File: config.mk
export PLATFORM = sky130hd
export DESIGN_NAME = http_request_header_parser
export DESIGN_NICKNAME = d
export VERILOG_FILES = /design/src/hw/rtl/hrp_pkg.sv /design/src/hw/rtl/hrp_front.sv /design/src/hw/rtl/hrp_back.sv /design/src/hw/rtl/http_request_header_parser.sv
export SDC_FILE = /design/constraint.sdc
export NUM_CORES = 1
export LEC_CHECK = 0
export ABC_AREA = 1
export BUFFER_PORTS_ARGS = -buffer_cell sky130_fd_sc_hd__buf_2
export CORE_ASPECT_RATIO = 0.6
export CORE_MARGIN = 1.5
export CORE_UTILIZATION = 45
export CTS_CLUSTER_DIAMETER = 60
export CTS_CLUSTER_SIZE = 24
export DETAILED_ROUTE_END_ITERATION = 8
export GPL_ROUTABILITY_DRIVEN = 0
export HOLD_SLACK_MARGIN = 0.02
export PLACE_DENSITY = 0.6
export REMOVE_ABC_BUFFERS = 1
export SLEW_MARGIN = 20
export SYNTH_ARGS = -nofsm -noshare
export SYNTH_HDL_FRONTEND = slang
export SYNTH_HIERARCHICAL = 1
export SYNTH_SLANG_ARGS = --single-unit
File: constraint.sdc
create_clock -name i_clk -period 4.1 [get_ports i_clk]
set_input_delay 0.41 -clock i_clk [delete_from_list [all_inputs] [get_ports i_clk]]
set_output_delay 0.41 -clock i_clk [all_outputs]
set_load 0.005 [all_outputs]
File: src/hw/rtl/hrp_pkg.sv
// ----------------------------------------------------------------------------
// hrp_pkg
// types, constants and character tables of the request header parser
// ----------------------------------------------------------------------------
package hrp_pkg;

    localparam int PATH_LIMIT  = 64;
    localparam int QUERY_LIMIT = 128;
    localparam int BODY_LIMIT  = 1024;

    localparam int PATH_W  = $clog2(PATH_LIMIT);
    localparam int QUERY_W = $clog2(QUERY_LIMIT);
    localparam int LEN_W   = 11;
    localparam int ACC_W   = LEN_W + 4;

    localparam logic [PATH_W-1:0]  PATH_CNT_MAX  = PATH_W'(PATH_LIMIT - 1);
    localparam logic [QUERY_W-1:0] QUERY_CNT_MAX = QUERY_W'(QUERY_LIMIT - 1);
    localparam logic [ACC_W-1:0]   BODY_MAX_ACC  = ACC_W'(BODY_LIMIT);

    localparam logic [2:0] KIND_PATH  = 3'd0;
    localparam logic [2:0] KIND_QUERY = 3'd1;
    localparam logic [2:0] KIND_DONE  = 3'd2;
    localparam logic [2:0] KIND_BAD   = 3'd3;
    localparam logic [2:0] KIND_BODY  = 3'd4;

    localparam logic [1:0] CRLF_NONE    = 2'd0;
    localparam logic [1:0] CRLF_CR      = 2'd1;
    localparam logic [1:0] CRLF_CRLF    = 2'd2;
    localparam logic [1:0] CRLF_CRLF_CR = 2'd3;

    localparam logic [1:0] DIG_BEFORE = 2'd0;
    localparam logic [1:0] DIG_POS    = 2'd1;
    localparam logic [1:0] DIG_NEG    = 2'd2;
    localparam logic [1:0] DIG_ENDED  = 2'd3;

    localparam logic [3:0] CLEN_LEN = 4'd15;

    typedef struct packed {
        logic [7:0] data_byte;
        logic       start_request;
    } t_in_item;

    typedef struct packed {
        logic [2:0]       kind;
        logic [7:0]       value;
        logic             method;
        logic [LEN_W-1:0] body_length;
        logic             last;
    } t_out_item;

    typedef struct packed {
        logic [7:0] data_byte;
        logic [7:0] low_byte;
        logic       start;
        logic       is_cr;
        logic       is_lf;
        logic       is_sp;
        logic       is_qm;
        logic       is_digit;
        logic       is_ws;
        logic       is_plus;
        logic       is_minus;
    } t_cls_item;

    function automatic logic [7:0] get_char(input logic [3:0] pos);
        logic [7:0] c;
        case (pos)
            4'd0:    c = "G";
            4'd1:    c = "E";
            4'd2:    c = "T";
            4'd3:    c = " ";
            default: c = 8'h00;
        endcase
        return c;
    endfunction

    function automatic logic [7:0] post_char(input logic [3:0] pos);
        logic [7:0] c;
        case (pos)
            4'd0:    c = "P";
            4'd1:    c = "O";
            4'd2:    c = "S";
            4'd3:    c = "T";
            4'd4:    c = " ";
            default: c = 8'h00;
        endcase
        return c;
    endfunction

    function automatic logic [7:0] clen_char(input logic [3:0] pos);
        logic [7:0] c;
        case (pos)
            4'd0:    c = "c";
            4'd1:    c = "o";
            4'd2:    c = "n";
            4'd3:    c = "t";
            4'd4:    c = "e";
            4'd5:    c = "n";
            4'd6:    c = "t";
            4'd7:    c = "-";
            4'd8:    c = "l";
            4'd9:    c = "e";
            4'd10:   c = "n";
            4'd11:   c = "g";
            4'd12:   c = "t";
            4'd13:   c = "h";
            4'd14:   c = ":";
            default: c = 8'h00;
        endcase
        return c;
    endfunction

endpackage

File: src/hw/rtl/hrp_front.sv
// ----------------------------------------------------------------------------
// hrp_front
// accepts request bytes, classifies them and holds them in a two-entry queue
// ----------------------------------------------------------------------------
module hrp_front
    import hrp_pkg::*;
(
    input  logic      i_clk,
    input  logic      i_rst_n,
    input  logic      push,
    output logic      full,
    input  t_in_item  i_item,
    input  logic      i_take,
    output logic      o_valid,
    output t_cls_item o_cls
);

    t_cls_item  r_mem [2];
    logic       r_wp, n_wp;
    logic       r_rp, n_rp;
    logic [1:0] r_cnt, n_cnt;
    t_cls_item  w_cls;
    logic       w_push;
    logic       w_pop;
    logic [7:0] w_b;

    assign w_b = i_item.data_byte;

    always_comb begin
        w_cls.data_byte = w_b;
        w_cls.low_byte  = (w_b >= "A" && w_b <= "Z") ? w_b + 8'd32 : w_b;
        w_cls.start     = i_item.start_request;
        w_cls.is_cr     = (w_b == 8'h0d);
        w_cls.is_lf     = (w_b == 8'h0a);
        w_cls.is_sp     = (w_b == " ");
        w_cls.is_qm     = (w_b == "?");
        w_cls.is_digit  = (w_b >= "0" && w_b <= "9");
        w_cls.is_ws     = (w_b == " ") || (w_b == 8'h09) || (w_b == 8'h0a) ||
                          (w_b == 8'h0b) || (w_b == 8'h0c);
        w_cls.is_plus   = (w_b == "+");
        w_cls.is_minus  = (w_b == "-");
    end

    assign full    = (r_cnt == 2'd2);
    assign o_valid = (r_cnt != 2'd0);
    assign o_cls   = r_mem[r_rp];
    assign w_push  = push && !full;
    assign w_pop   = o_valid && i_take;

    always_comb begin
        n_wp  = w_push ? ~r_wp : r_wp;
        n_rp  = w_pop ? ~r_rp : r_rp;
        n_cnt = r_cnt + {1'b0, w_push} - {1'b0, w_pop};
    end

    always_ff @(posedge i_clk) begin
        if (!i_rst_n) begin
            r_wp  <= 1'b0;
            r_rp  <= 1'b0;
            r_cnt <= 2'd0;
        end else begin
            r_wp  <= n_wp;
            r_rp  <= n_rp;
            r_cnt <= n_cnt;
        end
    end

    always_ff @(posedge i_clk) begin
        if (w_push) begin
            r_mem[r_wp] <= w_cls;
        end
    end

    a_cnt_range: assert property (@(posedge i_clk) disable iff (!i_rst_n)
        r_cnt != 2'd3)
        else $error("front queue count out of range");

endmodule

File: src/hw/rtl/hrp_back.sv
// ----------------------------------------------------------------------------
// hrp_back
// request parser state machine with a two-entry result queue
// ----------------------------------------------------------------------------
module hrp_back
    import hrp_pkg::*;
(
    input  logic      i_clk,
    input  logic      i_rst_n,
    input  logic      i_valid,
    input  t_cls_item i_cls,
    output logic      o_take,
    output logic      empty,
    input  logic      pop,
    output t_out_item o_item
);

    typedef enum logic [8:0] {
        PH_METHOD    = 9'b000000001,
        PH_PATH      = 9'b000000010,
        PH_QUERY     = 9'b000000100,
        PH_LINE_REST = 9'b000001000,
        PH_HDR_NAME  = 9'b000010000,
        PH_HDR_VALUE = 9'b000100000,
        PH_HDR_SKIP  = 9'b001000000,
        PH_BODY      = 9'b010000000,
        PH_IDLE      = 9'b100000000
    } t_phase;

    t_phase             r_phase, n_phase, c_phase;
    logic [3:0]         r_pos, n_pos, c_pos;
    logic               r_meth, n_meth, c_meth;
    logic               r_lerr, n_lerr, c_lerr;
    logic [PATH_W-1:0]  r_pcnt, n_pcnt, c_pcnt;
    logic [QUERY_W-1:0] r_qcnt, n_qcnt, c_qcnt;
    logic [1:0]         r_crlf, n_crlf, c_crlf;
    logic [LEN_W-1:0]   r_len, n_len, c_len;
    logic [1:0]         r_dig, n_dig, c_dig;
    logic [LEN_W-1:0]   r_bcnt, n_bcnt, c_bcnt;

    t_out_item  r_mem [2];
    logic       r_wp;
    logic       r_rp;
    logic [1:0] r_cnt;

    logic       w_emit;
    t_out_item  w_res;
    logic       w_take;
    logic       w_push;
    logic       w_pop;
    logic [7:0] w_b;
    logic [7:0] w_want;
    logic [3:0] w_mlen;
    logic [ACC_W-1:0] w_acc;

    assign w_b    = i_cls.data_byte;
    assign o_take = i_valid && (r_cnt != 2'd2);
    assign w_take = o_take;
    assign w_push = w_take && w_emit;
    assign empty  = (r_cnt == 2'd0);
    assign o_item = r_mem[r_rp];
    assign w_pop  = pop && !empty;

    always_comb begin
        if (i_cls.start) begin
            c_phase = PH_METHOD;
            c_pos   = 4'd0;
            c_meth  = 1'b0;
            c_lerr  = 1'b0;
            c_pcnt  = '0;
            c_qcnt  = '0;
            c_crlf  = CRLF_NONE;
            c_len   = '0;
            c_dig   = DIG_BEFORE;
            c_bcnt  = '0;
        end else begin
            c_phase = r_phase;
            c_pos   = r_pos;
            c_meth  = r_meth;
            c_lerr  = r_lerr;
            c_pcnt  = r_pcnt;
            c_qcnt  = r_qcnt;
            c_crlf  = r_crlf;
            c_len   = r_len;
            c_dig   = r_dig;
            c_bcnt  = r_bcnt;
        end
    end

    always_comb begin
        w_mlen = c_meth ? 4'd5 : 4'd4;
        w_want = c_meth ? post_char(c_pos) : get_char(c_pos);
        w_acc  = ({4'b0, c_len} << 3) + ({4'b0, c_len} << 1) + {11'b0, w_b[3:0]};
    end

    always_comb begin
        n_phase = c_phase;
        n_pos   = c_pos;
        n_meth  = c_meth;
        n_lerr  = c_lerr;
        n_pcnt  = c_pcnt;
        n_qcnt  = c_qcnt;
        n_crlf  = c_crlf;
        n_len   = c_len;
        n_dig   = c_dig;
        n_bcnt  = c_bcnt;
        w_emit  = 1'b0;
        w_res   = '0;
        if (c_phase == PH_IDLE) begin
            w_emit = 1'b0;
        end else if (c_phase == PH_BODY) begin
            n_bcnt        = c_bcnt + 1'b1;
            w_emit        = 1'b1;
            w_res.kind    = KIND_BODY;
            w_res.value   = w_b;
            w_res.last    = (n_bcnt >= c_len);
            if (n_bcnt >= c_len) begin
                n_phase = PH_IDLE;
            end
        end else if (i_cls.is_cr) begin
            if (c_phase inside {PH_METHOD, PH_PATH, PH_QUERY}) begin
                n_lerr  = 1'b1;
                n_phase = PH_LINE_REST;
            end else if (c_phase == PH_HDR_NAME) begin
                n_phase = PH_HDR_SKIP;
            end else if (c_phase == PH_HDR_VALUE) begin
                n_dig = DIG_ENDED;
            end
            n_crlf = (c_crlf == CRLF_CRLF) ? CRLF_CRLF_CR : CRLF_CR;
        end else if (i_cls.is_lf && c_crlf == CRLF_CRLF_CR) begin
            n_crlf = CRLF_NONE;
            w_emit = 1'b1;
            if (c_lerr) begin
                n_phase    = PH_IDLE;
                w_res.kind = KIND_BAD;
                w_res.last = 1'b1;
            end else begin
                n_phase           = (c_len == '0) ? PH_IDLE : PH_BODY;
                n_bcnt            = '0;
                w_res.kind        = KIND_DONE;
                w_res.method      = c_meth;
                w_res.body_length = c_len;
                w_res.last        = (c_len == '0);
            end
        end else if (i_cls.is_lf && c_crlf == CRLF_CR) begin
            n_crlf  = CRLF_CRLF;
            n_phase = PH_HDR_NAME;
            n_pos   = 4'd0;
        end else begin
            n_crlf = CRLF_NONE;
            unique case (c_phase)
                PH_METHOD: begin
                    if (c_pos == 4'd0) begin
                        if (w_b == "G" || w_b == "P") begin
                            n_meth = (w_b == "P");
                            n_pos  = 4'd1;
                        end else begin
                            n_lerr  = 1'b1;
                            n_phase = PH_LINE_REST;
                        end
                    end else if (c_pos < w_mlen && w_b == w_want) begin
                        n_pos = c_pos + 4'd1;
                        if (c_pos + 4'd1 == w_mlen) begin
                            n_phase = PH_PATH;
                            n_pos   = 4'd0;
                        end
                    end else begin
                        n_lerr  = 1'b1;
                        n_phase = PH_LINE_REST;
                    end
                end
                PH_PATH: begin
                    if (i_cls.is_sp) begin
                        n_phase = PH_LINE_REST;
                    end else if (i_cls.is_qm) begin
                        n_phase = PH_QUERY;
                    end else if (c_pcnt < PATH_CNT_MAX) begin
                        n_pcnt      = c_pcnt + 1'b1;
                        w_emit      = 1'b1;
                        w_res.kind  = KIND_PATH;
                        w_res.value = w_b;
                    end
                end
                PH_QUERY: begin
                    if (i_cls.is_sp) begin
                        n_phase = PH_LINE_REST;
                    end else if (c_qcnt < QUERY_CNT_MAX) begin
                        n_qcnt      = c_qcnt + 1'b1;
                        w_emit      = 1'b1;
                        w_res.kind  = KIND_QUERY;
                        w_res.value = w_b;
                    end
                end
                PH_HDR_NAME: begin
                    if (c_pos < CLEN_LEN && i_cls.low_byte == clen_char(c_pos)) begin
                        n_pos = c_pos + 4'd1;
                        if (c_pos + 4'd1 == CLEN_LEN) begin
                            n_phase = PH_HDR_VALUE;
                            n_len   = '0;
                            n_dig   = DIG_BEFORE;
                        end
                    end else begin
                        n_phase = PH_HDR_SKIP;
                    end
                end
                PH_HDR_VALUE: begin
                    if (c_dig == DIG_BEFORE) begin
                        if (i_cls.is_ws) begin
                            n_dig = DIG_BEFORE;
                        end else if (i_cls.is_plus) begin
                            n_dig = DIG_POS;
                        end else if (i_cls.is_minus) begin
                            n_dig = DIG_NEG;
                        end else if (!i_cls.is_digit) begin
                            n_dig = DIG_ENDED;
                        end else begin
                            n_dig = DIG_POS;
                            n_len = (w_acc > BODY_MAX_ACC) ? LEN_W'(BODY_LIMIT)
                                                           : w_acc[LEN_W-1:0];
                        end
                    end else if (!i_cls.is_digit) begin
                        n_dig = DIG_ENDED;
                    end else if (c_dig == DIG_POS) begin
                        n_len = (w_acc > BODY_MAX_ACC) ? LEN_W'(BODY_LIMIT)
                                                       : w_acc[LEN_W-1:0];
                    end
                end
                PH_LINE_REST, PH_HDR_SKIP, PH_BODY, PH_IDLE: begin
                    n_phase = c_phase;
                end
                default: begin
                    n_phase = c_phase;
                end
            endcase
        end
    end

    always_ff @(posedge i_clk) begin
        if (!i_rst_n) begin
            r_phase <= PH_METHOD;
            r_pos   <= 4'd0;
            r_meth  <= 1'b0;
            r_lerr  <= 1'b0;
            r_pcnt  <= '0;
            r_qcnt  <= '0;
            r_crlf  <= CRLF_NONE;
            r_len   <= '0;
            r_dig   <= DIG_BEFORE;
            r_bcnt  <= '0;
        end else if (w_take) begin
            r_phase <= n_phase;
            r_pos   <= n_pos;
            r_meth  <= n_meth;
            r_lerr  <= n_lerr;
            r_pcnt  <= n_pcnt;
            r_qcnt  <= n_qcnt;
            r_crlf  <= n_crlf;
            r_len   <= n_len;
            r_dig   <= n_dig;
            r_bcnt  <= n_bcnt;
        end
    end

    always_ff @(posedge i_clk) begin
        if (!i_rst_n) begin
            r_wp  <= 1'b0;
            r_rp  <= 1'b0;
            r_cnt <= 2'd0;
        end else begin
            r_wp  <= w_push ? ~r_wp : r_wp;
            r_rp  <= w_pop ? ~r_rp : r_rp;
            r_cnt <= r_cnt + {1'b0, w_push} - {1'b0, w_pop};
        end
    end

    always_ff @(posedge i_clk) begin
        if (w_push) begin
            r_mem[r_wp] <= w_res;
        end
    end

    a_res_cnt: assert property (@(posedge i_clk) disable iff (!i_rst_n)
        r_cnt != 2'd3)
        else $error("result queue count out of range");

    a_no_push_full: assert property (@(posedge i_clk) disable iff (!i_rst_n)
        !(w_push && r_cnt == 2'd2))
        else $error("result pushed into full queue");

    a_done_to_body: assert property (@(posedge i_clk) disable iff (!i_rst_n)
        (w_push && w_res.kind == KIND_DONE && !w_res.last) |=> (r_phase == PH_BODY))
        else $error("headers done with length did not enter body");

    a_last_to_idle: assert property (@(posedge i_clk) disable iff (!i_rst_n)
        (w_push && w_res.last) |=> (r_phase == PH_IDLE))
        else $error("last item did not end the request");

endmodule

File: src/hw/rtl/http_request_header_parser.sv
// ----------------------------------------------------------------------------
// http_request_header_parser
// request line, path, query and content-length parser with body passthrough
// ----------------------------------------------------------------------------
// an accepted byte waits in the input queue, then is parsed and its result registered in the result queue
// throughput: one byte per cycle while the result queue is not full
// two-entry queues sit between input, parser and result ports
// reset: synchronous active low, empties both queues, parser to method match
// ----------------------------------------------------------------------------
module http_request_header_parser
    import hrp_pkg::*;
(
    input  logic      i_clk,
    input  logic      i_rst_n,
    input  logic      push,
    output logic      full,
    input  t_in_item  i_item,
    output logic      empty,
    input  logic      pop,
    output t_out_item o_item
);

    logic      w_valid;
    logic      w_take;
    t_cls_item w_cls;

    hrp_front u_front (
        .i_clk   (i_clk),
        .i_rst_n (i_rst_n),
        .push    (push),
        .full    (full),
        .i_item  (i_item),
        .i_take  (w_take),
        .o_valid (w_valid),
        .o_cls   (w_cls)
    );

    hrp_back u_back (
        .i_clk   (i_clk),
        .i_rst_n (i_rst_n),
        .i_valid (w_valid),
        .i_cls   (w_cls),
        .o_take  (w_take),
        .empty   (empty),
        .pop     (pop),
        .o_item  (o_item)
    );

endmodule
; Word-level counts from Yosys, hierarchy flattened
; Memory sizes are Yosys's and may differ from the RTL's. A register that Yosys moved wholly into a read port is not among the register bits.
; Index checks and enable logic that the tools add are counted.
[totals]
register_bits = 62
mem_bits_rw = 98
rom_bits = 112
in_bits = 13
out_inout_bits = 26
word_cells = 268
memories = 3
[classes]
add_sub_neg = 11
magnitude_cmp = 10
eq_ne = 32
mux = 168
bitwise = 4
reduce_logical = 24
[mem_list]
columns = name, depth, word_bits, rd, rd_clocked_by_memory_dff, write_ports, line
row1 = (no name shown), 16, 7, 1, 0, 0, hrp_pkg.sv:92  ; case (pos)
row2 = u_front.r_mem, 2, 25, 1, 1, 1, hrp_front.sv:18  ; t_cls_item r_mem [2];
row3 = u_back.r_mem, 2, 24, 1, 1, 1, hrp_back.sv:41  ; t_out_item r_mem [2];
[ops]
columns = op, count
row1 = two-way mux 11 bit, 27
row2 = two-way mux 9 bit, 21
row3 = two-way mux 8 bit, 9
row4 = two-way mux 7 bit, 10
row5 = two-way mux 6 bit, 10
row6 = two-way mux 2 bit, 24
row7 = two-way mux 24 bit, 2
row8 = two-way mux 4 bit, 11
row9 = one-hot mux 11 bit (2 select lines), 2
row10 = two-way mux 1 bit, 42
row11 = == test 8 x 4 -> 1 bit (second input constant), 5
row12 = one-hot mux 9 bit (4 select lines), 1
row13 = one-hot mux 7 bit (5 select lines), 1
row14 = == test 8 x 6 -> 1 bit (second input constant), 4
row15 = one-hot mux 7 bit (4 select lines), 1
row16 = two-way mux 12 bit, 2
row17 = == test 8 x 7 -> 1 bit (second input constant), 2
row18 = == test 8 bit, 2
row19 = adder 14 x 12 -> 15 bit, 1
row20 = adder 15 x 4 -> 15 bit, 1
row21 = > comparator 15 x 11 -> 1 bit (second input constant), 1
row22 = two-way mux 13 bit, 1
row23 = adder 11 x 1 -> 11 bit (second input constant), 1
row24 = >= comparator 11 bit, 1
row25 = 42 further kinds, 67

; Logic depth before layout (Yosys ltp)
[depth]
word_depth = 17
depth_mapped = 28
ltp_nobuf = 26

; Modules after synthesis
; Netlist, hierarchy kept.
[by_module_without_submodules]
columns = module, n_inst, cells_per_inst, area_per_inst_um2, seq_area_each_um2
row1 = hrp_back, 1, 1208, 8196.6, 2622.5
row2 = hrp_front, 1, 157, 2026.9, 1301.2

; Worst setup path before layout
; OpenSTA, ideal clock, no wires.
[synth_timing]
kind = register to register
start = register with a tool-made name
end = memory u_back/r_mem[1][0] (netlist name) (enable)
setup_time_ns = 0.406
arrival_ns = 3.694
required_ns = 3.694
setup_slack_ns = 0.000
path_stages_with_launch = 16
n_path_buf = 5
period_less_slack_ns = 4.100
cell_sequence = dfxtp_1 buf_2 mux2_2 buf_2 buf_2 buf_1 buf_1 nor2_1 ha_1 nand3_1 nor4_1 o31ai_1 nand2_1 nand2_1 nand2_1 nor2_1
[synth_lines]
columns = element, line
row1 = end: declaration, hrp_back.sv:41

==> impl_table.tex <==
\begin{tabular}{lr}
\hline
Metric & Value \\
\hline
\multicolumn{2}{l}{\textbf{Finish}} \\
Layout Nets & 1482 \\
Area growth syn-to-layout & 12.35\% \\
Share of cells above drive strength 1 & 14.46\% \\
Cell area after layout & 11490 um2 \\
Non-filler instance count after layout & 1741 \\
\multicolumn{2}{l}{\textbf{Worst setup path}} \\
R2R setup slack & 280 ps \\
Crit-path max FO & 19 \\
Critical R2R Capture & u\_back/r\_len[6]\$\_SDFFE\_PN0P\_ \\
Arrival time reported for the critical path endpoint & 4140 ps \\
Crit path capture type & register \\
Required time of the critical path & 4420 ps \\
Type of the worst setup path & register to register \\
Worst Reg2Reg Path Length in Cells & 22 \\
Kind of start point of the critical path & register \\
\multicolumn{2}{l}{\textbf{Pwr}} \\
Cell area power density & 624.8 nW/um2 \\
Worst voltage drop across the vdd grid & 0.3622 mV \\
Reported leakage power & 4.858 nW \\
\multicolumn{2}{l}{\textbf{Die}} \\
Effective utilization at floorplan & 46.10\% \\
Vertical die dimension & 119.8 um \\
Number of core rows & 42 \\
Core region area & 22180 um2 \\
Io pins & 39 \\
Die extent in x & 197.6 um \\
Area enclosed by the die boundary & 23660 um2 \\
\multicolumn{2}{l}{\textbf{Detailed routing}} \\
Post-detailed-routing wire length & 29.84 mm \\
Wire length per cell after detailed routing & 17.14 um \\
DRT iter0 DRCs & 1072 \\
Detailed Routing Iterations Pass 1 & 6 \\
Detailed-route DRC error count & 0 \\
Number of nets with antenna violations after routing & 0 \\
Vias after detailed routing & 9600 \\
Vias per cell & 5.514 \\
\multicolumn{2}{l}{\textbf{Synth}} \\
Number of synthesized flops with an enable pin & 88 \\
Mean post-synth cell area & 7.490 um2 \\
Largest area contributor in the netlist & edfxtp\_1 \\
Portion of the post-synthesis area used by sequential elements & 38.38\% \\
Count of mapped cells out of synthesis & 1365 \\
Synth top cells by count & 295 x nand2\_1, 180 x inv\_1, 139 x nor2\_1 \\
Proportion of netlist area held by the largest area contributor & 25.85\% \\
Most used standard cell by instance count after synthesis & nand2\_1 \\
Warnings from Yosys & 6 \\
Main synth FF type & edfxtp\_1 \\
FF+latch count, synth & 152 \\
Syn Std Cell Area & 10220 um2 \\
Yosys cell types & 50 \\
Synth async-reset ratio & 0\% \\
Top area cells in the synthesized netlist & edfxtp\_1 26\%, dfxtp\_1 13\%, nand2\_1 11\% \\
\multicolumn{2}{l}{\textbf{Worst hold path}} \\
Worst Min Path Start & i\_item[0] \\
Hold Path Depth & 1 \\
Worst Hold End & u\_front/r\_mem[0][8]\$\_DFFE\_PP\_ \\
Worst min-delay path class & input pin to register \\
\multicolumn{2}{l}{\textbf{Clock tree}} \\
Hold-fix buffers, CTS & 0 \\
H-Tree Level Count & 4 \\
Clock tree from TritonCTS & done \\
Worst-skew pair later-pin latency & 430 ps \\
CTS clk-pin slew, worst paths & 70 ps \\
Cts bufs inserted & 17 \\
Clk sink count & 152 \\
Clk buf depth & 2 \\
Clock root buffer master & clkbuf\_16 \\
CTS-repair resized insts & 0 \\
Post-CTS setup buffers & 0 \\
\multicolumn{2}{l}{\textbf{STA}} \\
Ratio of final minimum period to clock period & 93.19\% \\
Slew of the pin with the lowest slew margin & 1081 ps \\
Max Clock Freq & 261.7 MHz \\
Post-route worst hold slack & 165.8 ps \\
Worst clock skew & 8.974 ps \\
Post-route minimum period & 3821 ps \\
Final worst-path setup slack & 279.0 ps \\
Final Setup Violations & 0 \\
Final slew viol count & 0 \\
Final Hold Viols & 0 \\
Unrepaired setup endpoints after global routing & no \\
Max\_slew headroom & 27.84\% \\
\multicolumn{2}{l}{\textbf{Place}} \\
Buffers added on ports & 38 \\
Dpl hpwl & 22.27 mm \\
Placed Instances & 1708 \\
Worst slack after detailed placement & 227.5 ps \\
Area after detailed placement & 10890 um2 \\
\multicolumn{2}{l}{\textbf{GRT}} \\
Maximum number of pins on one net before global-route repair & 51 \\
Aggregate global-route resource usage & 25.88\% \\
Vias in the first global route & 8518 \\
Global-route wire length before repair & 47.05 mm \\
Total congestion overflow after global routing & 0 \\
Number of antenna violations at the first check in global routing & 0 \\
\multicolumn{2}{l}{\textbf{Run}} \\
Total of max-cap violations & 0 \\
\multicolumn{2}{l}{\textbf{Outcome}} \\
Status & finished clean \\
\hline
\end{tabular}
==> metrics by stage <==
stage | TNS (ps) | utilization (%) | total power (W)
3_3_place_gp | 0 | 49.11 | 0.005547
4_1_cts | 0 | 51.67 | 0.007099
5_1_grt | 0 | 51.78 | 0.007694
6_report | 0 | 51.79 | 0.007177
2_1_floorplan | -18210 | - | 0.004520
3_5_place_dp | 0 | 49.11 | 0.005542
==> registers in the layout, summed over array words and instances (netlist names), named ones only <==
register,count
u_back/r_mem,48
u_front/r_mem,40
u_back/r_bcnt,11
u_back/r_len,11
u_back/r_phase,9
u_back/r_qcnt,7
u_back/r_pcnt,6
u_back/r_pos,4
u_back/r_cnt,2
u_back/r_crlf,2
u_back/r_dig,2
u_front/r_cnt,2
u_back/r_lerr,1
u_back/r_meth,1
u_back/r_rp,1
u_back/r_wp,1
u_front/r_rp,1
u_front/r_wp,1
==> where the power goes <==
| part | internal [W] | switching [W] | total, W |
|---|---|---|---|
| Combinational | 0.00115 | 0.00240 | 0.00354 |
| Sequential | 0.00190 | 0.000201 | 0.00210 |
| Clock | 0.000846 | 0.000686 | 0.00153 |
==> cell type report <==
cell class / count / area, um2
Multi-Input combinational cell: 973 / 5399
Sequential cell: 152 / 3924
Clock buffer: 17 / 425.4
Clock inverter: 15 / 142.6
Antenna cell: 1 / 2.502
Timing Repair Buffer: 70 / 437.9
Fill cell: 2177 / 10690
Tap cell: 308 / 385.4
Inverter: 205 / 769.5
==> placed cells by master (no fill, tap or decap), types with 38 or more instances in the layout <==
cell,synthesis,final
dfxtp_1,64,64
buf_2,6,38
mux2_2,44,43
inv_1,180,180
nor2_1,139,136
nand3_1,87,87
o21ai_0,77,77
ha_1,49,48
a21oi_1,92,92
nand2_1,295,294
edfxtp_1,88,88
==> critical path, cell delays in order (launching register included) <==
cell	delay [ps]
dfxtp_1	380
buf_8	210
mux2_2	450
xor2_1	180
inv_1	60
ha_1	290
inv_1	60
fa_1	430
inv_1	140
nand3_1	120
nand2_1	110
nand2_1	60
nand2_1	90
xor2_1	210
nand2_1	130
nand2_2	160
clkinv_1	140
nand3_1	100
o21ai_0	100
nand2_1	70
o21ai_0	70
nand2_1	80
a21oi_1	60
==> kinds of logic after synthesis <==
family / Yosys count / synth area share, %
DFF: 152 / 38.38
AOI/OAI and AO/OA: 249 / 13.78
muxes: 44 / 4.846
adders and majority gates: 50 / 6.193
xor gates and xnor gates: 16 / 1.371
buffers and inverters: 240 / 9.142
and+or+nand+nor: 614 / 26.29
==> how the worst max path moves through the flow <==
stage / from / end / cells after the start
floorplan: u_back/r_cnt[1]$_SDFF_PN0_ / u_front/r_cnt[1]$_SDFF_PN0_ / 11
global placement: register / u_back/r_len[6]$_SDFFE_PN0P_ / 22
detailed placement: register / u_back/r_len[6]$_SDFFE_PN0P_ / 22
CTS: register / u_back/r_len[6]$_SDFFE_PN0P_ / 22
global route: register / u_back/r_len[6]$_SDFFE_PN0P_ / 22
finish: register / u_back/r_len[6]$_SDFFE_PN0P_ / 22
==> per-layer routing <==
layer | global-route usage, % | share of wire (%)
met5 | 0 | 0
met4 | 5.248 | 1.0
met3 | 9.387 | 12
met2 | 32.22 | 36
met1 | 41.17 | 51
Note: power is estimated with default switching activity, not from simulation.
